## config.mk

```make
export PLATFORM = sky130hd
export DESIGN_NAME = ffca_table
export DESIGN_NICKNAME = d
export VERILOG_FILES = /design/src/rtl/ffca_pkg.sv /design/src/rtl/ffca_table.sv
export SDC_FILE = /design/constraint.sdc
export NUM_CORES = 2
export LEC_CHECK = 0
export BUFFER_PORTS_ARGS = -buffer_cell sky130_fd_sc_hd__buf_2
export CORE_MARGIN = 2
export CORE_UTILIZATION = 61
export CTS_CLUSTER_DIAMETER = 50
export DETAILED_ROUTE_END_ITERATION = 6
export PLACE_DENSITY_LB_ADDON = 0.15
export RECOVER_POWER = 25
export SLEW_MARGIN = 20
export SYNTH_ARGS = -nofsm -noshare
export SYNTH_HDL_FRONTEND = slang
export SYNTH_MEMORY_MAX_BITS = 65536
export SYNTH_SLANG_ARGS = --single-unit
export TNS_END_PERCENT = 1
```

## constraint.sdc

```tcl
create_clock -name i_clk -period 13.2 [get_ports i_clk]
set_clock_uncertainty 0.1 [all_clocks]
set_input_delay 3.96 -clock i_clk [delete_from_list [all_inputs] [get_ports i_clk]]
set_output_delay 3.96 -clock i_clk [all_outputs]
set_load 0.01 [all_outputs]
```

## src/rtl/ffca_pkg.sv

```systemverilog
`timescale 1ns / 1ps
`default_nettype none
package ffca_pkg;

    localparam int MAX_CHUNKS      = 64;
    localparam int MIN_SPLIT_BYTES = 16;
    localparam int ALIGN_BYTES     = 4;
    localparam int ADDR_W          = $clog2(MAX_CHUNKS);
    localparam int CNT_W           = $clog2(MAX_CHUNKS + 1);
    localparam logic [31:0] POOL_RESET = 32'd65536;

    typedef logic [ADDR_W-1:0] t_addr;
    typedef logic [CNT_W-1:0]  t_cnt;

    typedef enum logic [1:0] {
        K_ALLOC = 2'd0,
        K_FREE  = 2'd1,
        K_CLEAR = 2'd2,
        K_NONE  = 2'd3
    } t_kind;

    typedef enum logic [1:0] {
        ST_OK        = 2'd0,
        ST_OOM       = 2'd1,
        ST_NOT_ALLOC = 2'd2,
        ST_RSVD      = 2'd3
    } t_status;

    typedef struct packed {
        logic [1:0]  kind;
        logic [31:0] request_size;
        logic [31:0] free_offset;
    } t_req;

    typedef struct packed {
        logic [1:0]  status;
        logic [31:0] granted_offset;
        logic [31:0] granted_size;
    } t_result;

    typedef struct packed {
        logic        used;
        logic [31:0] len;
        logic [31:0] off;
    } t_entry;

    typedef struct packed {
        logic   we;
        t_addr  waddr;
        t_entry wdata;
        t_addr  raddr;
    } t_tbl_req;

    typedef enum logic [3:0] {
        S_INIT,
        S_IDLE,
        S_A_RD,
        S_A_CHK,
        S_SH_RD,
        S_SH_WR,
        S_A_TAIL,
        S_A_HEAD,
        S_F_RD,
        S_F_CHK,
        S_M_RD,
        S_M_CHK
    } t_state;

endpackage
`default_nettype wire

```

## src/rtl/ffca_table.sv

```systemverilog
`timescale 1ns / 1ps
`default_nettype none
module ffca_table (
    input  wire                i_clk,
    input  ffca_pkg::t_tbl_req i_tbl,
    output ffca_pkg::t_entry   o_rdata
);
    import ffca_pkg::*;

    t_entry r_mem [MAX_CHUNKS];
    t_entry r_rdata;

    always_ff @(posedge i_clk) begin
        if (i_tbl.we) begin
            r_mem[i_tbl.waddr] <= i_tbl.wdata;
        end
        r_rdata <= r_mem[i_tbl.raddr];
    end

    assign o_rdata = r_rdata;

endmodule
`default_nettype wire

```

======== After elaboration in Yosys (flattened, before gate mapping) ========
Memory sizes are Yosys's and may differ from the RTL's. A register that Yosys moved wholly into a read port is not among the register bits.
Cells that the tools add are included.
W data, S select, Z words.
cells by class
  add/subtract/negate cells ............... 0
  multiply operators ...................... 0
  div/mod/pow operators ................... 0
  order comparisons ....................... 0
  equality and inequality tests ........... 0
  shift operators ......................... 0
  muxes and demuxes ....................... 2
  bitwise logic cells ..................... 0
  reduce and logical (&&, ||, !) cells .... 0
operators with widths
  kind     count
  $mux W1  2
storage, ports and cells
  bits in registers ....................... 0
  latch bits .............................. 0
  RAM bits ................................ 4160
  bits in read-only memories .............. 0
  bits of input ports ..................... 79
  output and inout bits ................... 65
  logic and storage cells ................. 3
  memories ................................ 1
memories
  memory  words  width  rd ports  clocked after Yosys merged registers in  write ports  line              source
  r_mem   64     65     1         1                                        1            ffca_table.sv:10  t_entry r_mem [MAX_CHUNKS];

======== Longest topological paths before layout ========
  word-level depth ........................ 2
  gate-level depth with buffers ........... 9
  mapped depth without buffers ............ 4

======== Worst setup path after synthesis ========
OpenSTA, ideal clock, no wires.
  kind .................................... input port to flip-flop
  start ................................... input i_tbl[74] (netlist bit)
  end ..................................... memory r_mem[48][0] (netlist bit) (enable)
  library setup time ...................... 568 ps
  data arrival time ....................... 8899 ps
  data required time ...................... 12532 ps
  path slack .............................. 3634 ps
  stages .................................. 4
  path buffers ............................ 1
  path through ............................ clkbuf_1 > nor2b_1 > nand4b_1 > nor3_1
RTL lines
  element          line              source
  start, declared  ffca_table.sv:5   input ffca_pkg::t_tbl_req i_tbl,
  end, declared    ffca_table.sv:10
Straight into the memory's write port.

======== Worst setup path in the final report ========
  start ................................... input i_tbl[77] (netlist bit)
  end ..................................... memory r_mem[6][8] (netlist bit) (enable)
between the ends
  longest elaborated chain between the ends .. 2
RTL lines
  element                        line              source
  $mux W1                        ffca_table.sv:14  if (i_tbl.we) begin
  $mux W1 (implied by the code)  ffca_table.sv:15  r_mem[i_tbl.waddr] <= i_tbl.wdata;
Every way passes these cells.

==> parameters.txt <==
Parameter                              Value

Die
  Die Footprint ... approximately 260000 um2
  Std-Cell Core Area ... ~260000 um2
  Width of the die ... between 500 and 600 um
  Count of pins on the block boundary ... 144
  Die height ... 513 um
  Starting density of the core ... 61.2%
  Row Count ... approximately 190

Cells and area
  Final-stage net count ... 7093
  Fraction of layout cells with a size suffix above 1 ... between 20% and 30%
  Total of fill cells in the finished design ... ~15k
  Layout area overhead ... 12.7%
  Fraction of the core area covered by cells at the end of the flow ... a little under 70%

CTS
  Number of buffers inserted during clock tree synthesis ... between 400 and 500
  Cts hold-fix bufs ... 0
  Register clock-pin slew on the reported worst setup and hold paths ... ~60 ps
  Root buffer selected by CTS ... sky130_fd_sc_hd__clkbuf_16
  Sink count of the clock tree ... approximately 4.2k
  Post-cts repair resize count ... 0
  H-tree depth ... 5
  Clock tree from TritonCTS ... built
  Maximum count of clock buffers along a single path ... 4
  Worst-Skew Late Latency ... 1000 ps
  Post-CTS Setup Inserts ... 0

GRT
  Maximum number of pins on one net before global-route repair ... around 110
  First-pass GRT wire length ... 604000 um
  Number of global-route vias before repair ... 77.1k
  Total overflow reported by the global router ... 0
  Antenna violations before repair ... 23
  Combined global-route utilization of all metal layers ... approximately a third

Route
  DRC violation total after the first TritonRoute iteration ... around 12k
  Number of remaining DRC errors ... 0
  Total Wirelength ... about 440000 um
  Routed via count ... a little under 80k
  Residual antenna-violating net count after detailed routing ... 0
  Post-detailed-route wirelength per cell ... 40.4 um
  Drt via density ... ~7.2
  Total iterations of the first detailed-routing run ... 6

Place
  Post-Place Worst Slack ... between 5000 and 6000 ps
  Global placement routability congestion ... 0.806
  IO buf count ... 143
  Hpwl dp ... around 220000 um

Setup path
  Crit path arrival time ... between 7000 and 8000 ps
  Crit path largest cell delay ... roughly 840 ps
  Family of cells with the greatest summed delay on the critical path ... simple AND/OR/NAND/NOR gates
  Kind of end point of the critical path ... register
  Crit-path max FO ... 29
  CP Data Required Time ... 13690 ps
  Slowest-stage cell, CP ... sky130_fd_sc_hd__nor2_4
  Most numerous cell on the critical path ... sky130_fd_sc_hd__buf_4
  Critical-path cell list ... buf_2, nor2b_1, nand3_1, nor2_4, buf_4, buf_4
  Critical Setup Path Class ... input port to register
  Worst path bufs/invs ... 3
  Startpoint class of the critical path ... input port

Synth
  Top cells by count, synth ... sky130_fd_sc_hd__edfxtp_1 (4160), sky130_fd_sc_hd__mux4_2 (1040), sky130_fd_sc_hd__a22oi_1 (260), sky130_fd_sc_hd__buf_2 (186), sky130_fd_sc_hd__o22ai_1 (130)
  Share of flip-flops with an asynchronous set or reset after synthesis ... 0%
  Post-Syn Nets ... around 6.7k
  Cell types occupying the most area after synthesis ... sky130_fd_sc_hd__edfxtp_1 (79%), sky130_fd_sc_hd__mux4_2 (15%), sky130_fd_sc_hd__a22oi_1 (1.2%), sky130_fd_sc_hd__dfxtp_1 (0.82%), sky130_fd_sc_hd__mux2i_1 (0.65%)
  Sequential cell area fraction in the yosys report ... about 80%
  Cell type contributing the most total cell area after synthesis ... sky130_fd_sc_hd__edfxtp_1
  Area share of the leading cell type in the synthesized netlist ... 78.9%
  Register bit count reported by yosys ... between 4k and 5k
  Cell area after synthesis ... between 150000 and 200000 um2
  Mean instance size in the synthesized netlist ... approximately 24 um2
  EDFF count, synth ... ~4.2k
  Yosys warning count ... 0
  Cell with the most instances after synthesis ... sky130_fd_sc_hd__edfxtp_1
  Main flop type after synthesis ... sky130_fd_sc_hd__edfxtp_1
  Synthesized instance count ... around 6.6k
  Synth cell types ... 27

STA
  Pin slew with the least headroom to its limit ... roughly 2900 ps
  Setup repair after global routing missed its margin ... no
  Number of hold violations in the final report ... 0
  Headroom to the max-slew limit ... -93.6%
  Final clock period utilization by the worst path ... between 50% and 60%
  Max Slew Vio Count ... approximately 2.7k
  Timing-limited maximum frequency ... about 140 MHz
  Worst Setup Slack, final ... around 6200 ps
  Time the worst path needs with I/O delays and setup ... ~7000 ps
  # setup viols final ... 0
  Total negative slack for setup checks ... 0 ps

Pwr
  Maximum ir drop on the vdd rail ... around 0.14 mV
  P_leak ... 55.6 nW
  PwrDens ... approximately 160 nW/um2

Status
  Failing checks ... max-capacitance violations, max-slew violations
  Run status ... finished, violations left

Hold path
  Hold Path Class ... register to register

Flow run
  Max-capacitance violation count ... 42
cells by family after synthesis:
group           count (synthesis)  share of synthesized area, %
compound gates                566                          2.72
buf+inv                       377                          1.20
flops                        4225                          79.7
mux                          1143                          15.4
simple gates                  295                         0.911
routing by layer:
layer  vias up  wire, um  track usage, %
met5         -        61               0
met4        10     18900            12.9
met2      5630    211000            52.6
met1     42100    156000            46.7
li1      29600         -               -
met3       993     49800            6.78
cell usage in the layout (no fill, tap or decap), types with 71 or more instances in the layout:
| cell type | synthesis | routed |
|---|---|---|
| sky130_fd_sc_hd__mux4_2 | 1040 | 1040 |
| sky130_fd_sc_hd__buf_4 | 37 | 192 |
| sky130_fd_sc_hd__mux2i_1 | 103 | 103 |
| sky130_fd_sc_hd__edfxtp_1 | 4160 | 4160 |
| sky130_fd_sc_hd__nand3_1 | 115 | 114 |
| sky130_fd_sc_hd__a22oi_1 | 260 | 260 |
| sky130_fd_sc_hd__clkbuf_1 | 120 | 133 |
| sky130_fd_sc_hd__buf_2 | 186 | 97 |
| sky130_fd_sc_hd__o22ai_1 | 130 | 130 |
| sky130_fd_sc_hd__clkinv_2 | 0 | 71 |
| sky130_fd_sc_hd__clkbuf_16 | 0 | 432 |
cell type report:
| cell class | instances | area [um2] | area share [%] |
|---|---|---|---|
| diodes | 17 | 42.5 | 0.0238 |
| clock buffers | 545 | 11500 | 6.43 |
| clock inverters | 254 | 3100 | 1.74 |
| multi-input cells | 2004 | 30800 | 17.2 |
| flip-flops and latches | 4225 | 126000 | 70.8 |
| well taps | 3402 | 4260 | 2.39 |
| repair buffers | 355 | 2530 | 1.42 |
path summary, 6_finish.rpt:
kind            startpoint          end  slack [ps]  cells past startpoint
min          r_mem[22][64]  o_rdata[64]         680                      4
min reg2reg  r_mem[22][64]  o_rdata[64]         680                      4
max reg2reg  r_mem[58][18]  o_rdata[18]       11230                      4
max              i_tbl[77]  r_mem[6][8]        6190                      6
flip-flops by register name (all words and copies together) (netlist names):
name and count:
o_rdata 65, r_mem 4160
report_power, final:
group | switching (W) | internal [W]
logic | 0.000792 | 0.000443
registers | 0.0000578 | 0.0149
clock network | 0.00516 | 0.00725
total | 0.00601 | 0.0226
stage by stage:
step	total power, W	hold slack [ps]	cell area, um2	instances
2_1_floorplan	0.0159	680	158000	6606
3_3_place_gp	0.0164	706	164000	9975
3_5_place_dp	0.0164	708	164000	9983
4_1_cts	0.0287	703	178000	10800
5_1_grt	0.0292	747	178000	10800
6_report	0.0286	685	178000	10800
tightest hold or removal path: stages, from the launching register on:
cell and delay, ps:
sky130_fd_sc_hd__edfxtp_1 320, sky130_fd_sc_hd__mux4_2 220, sky130_fd_sc_hd__a22oi_1 60, sky130_fd_sc_hd__nand3_1 80, sky130_fd_sc_hd__o211a_1 140
Power figures use the tool's default switching activity.
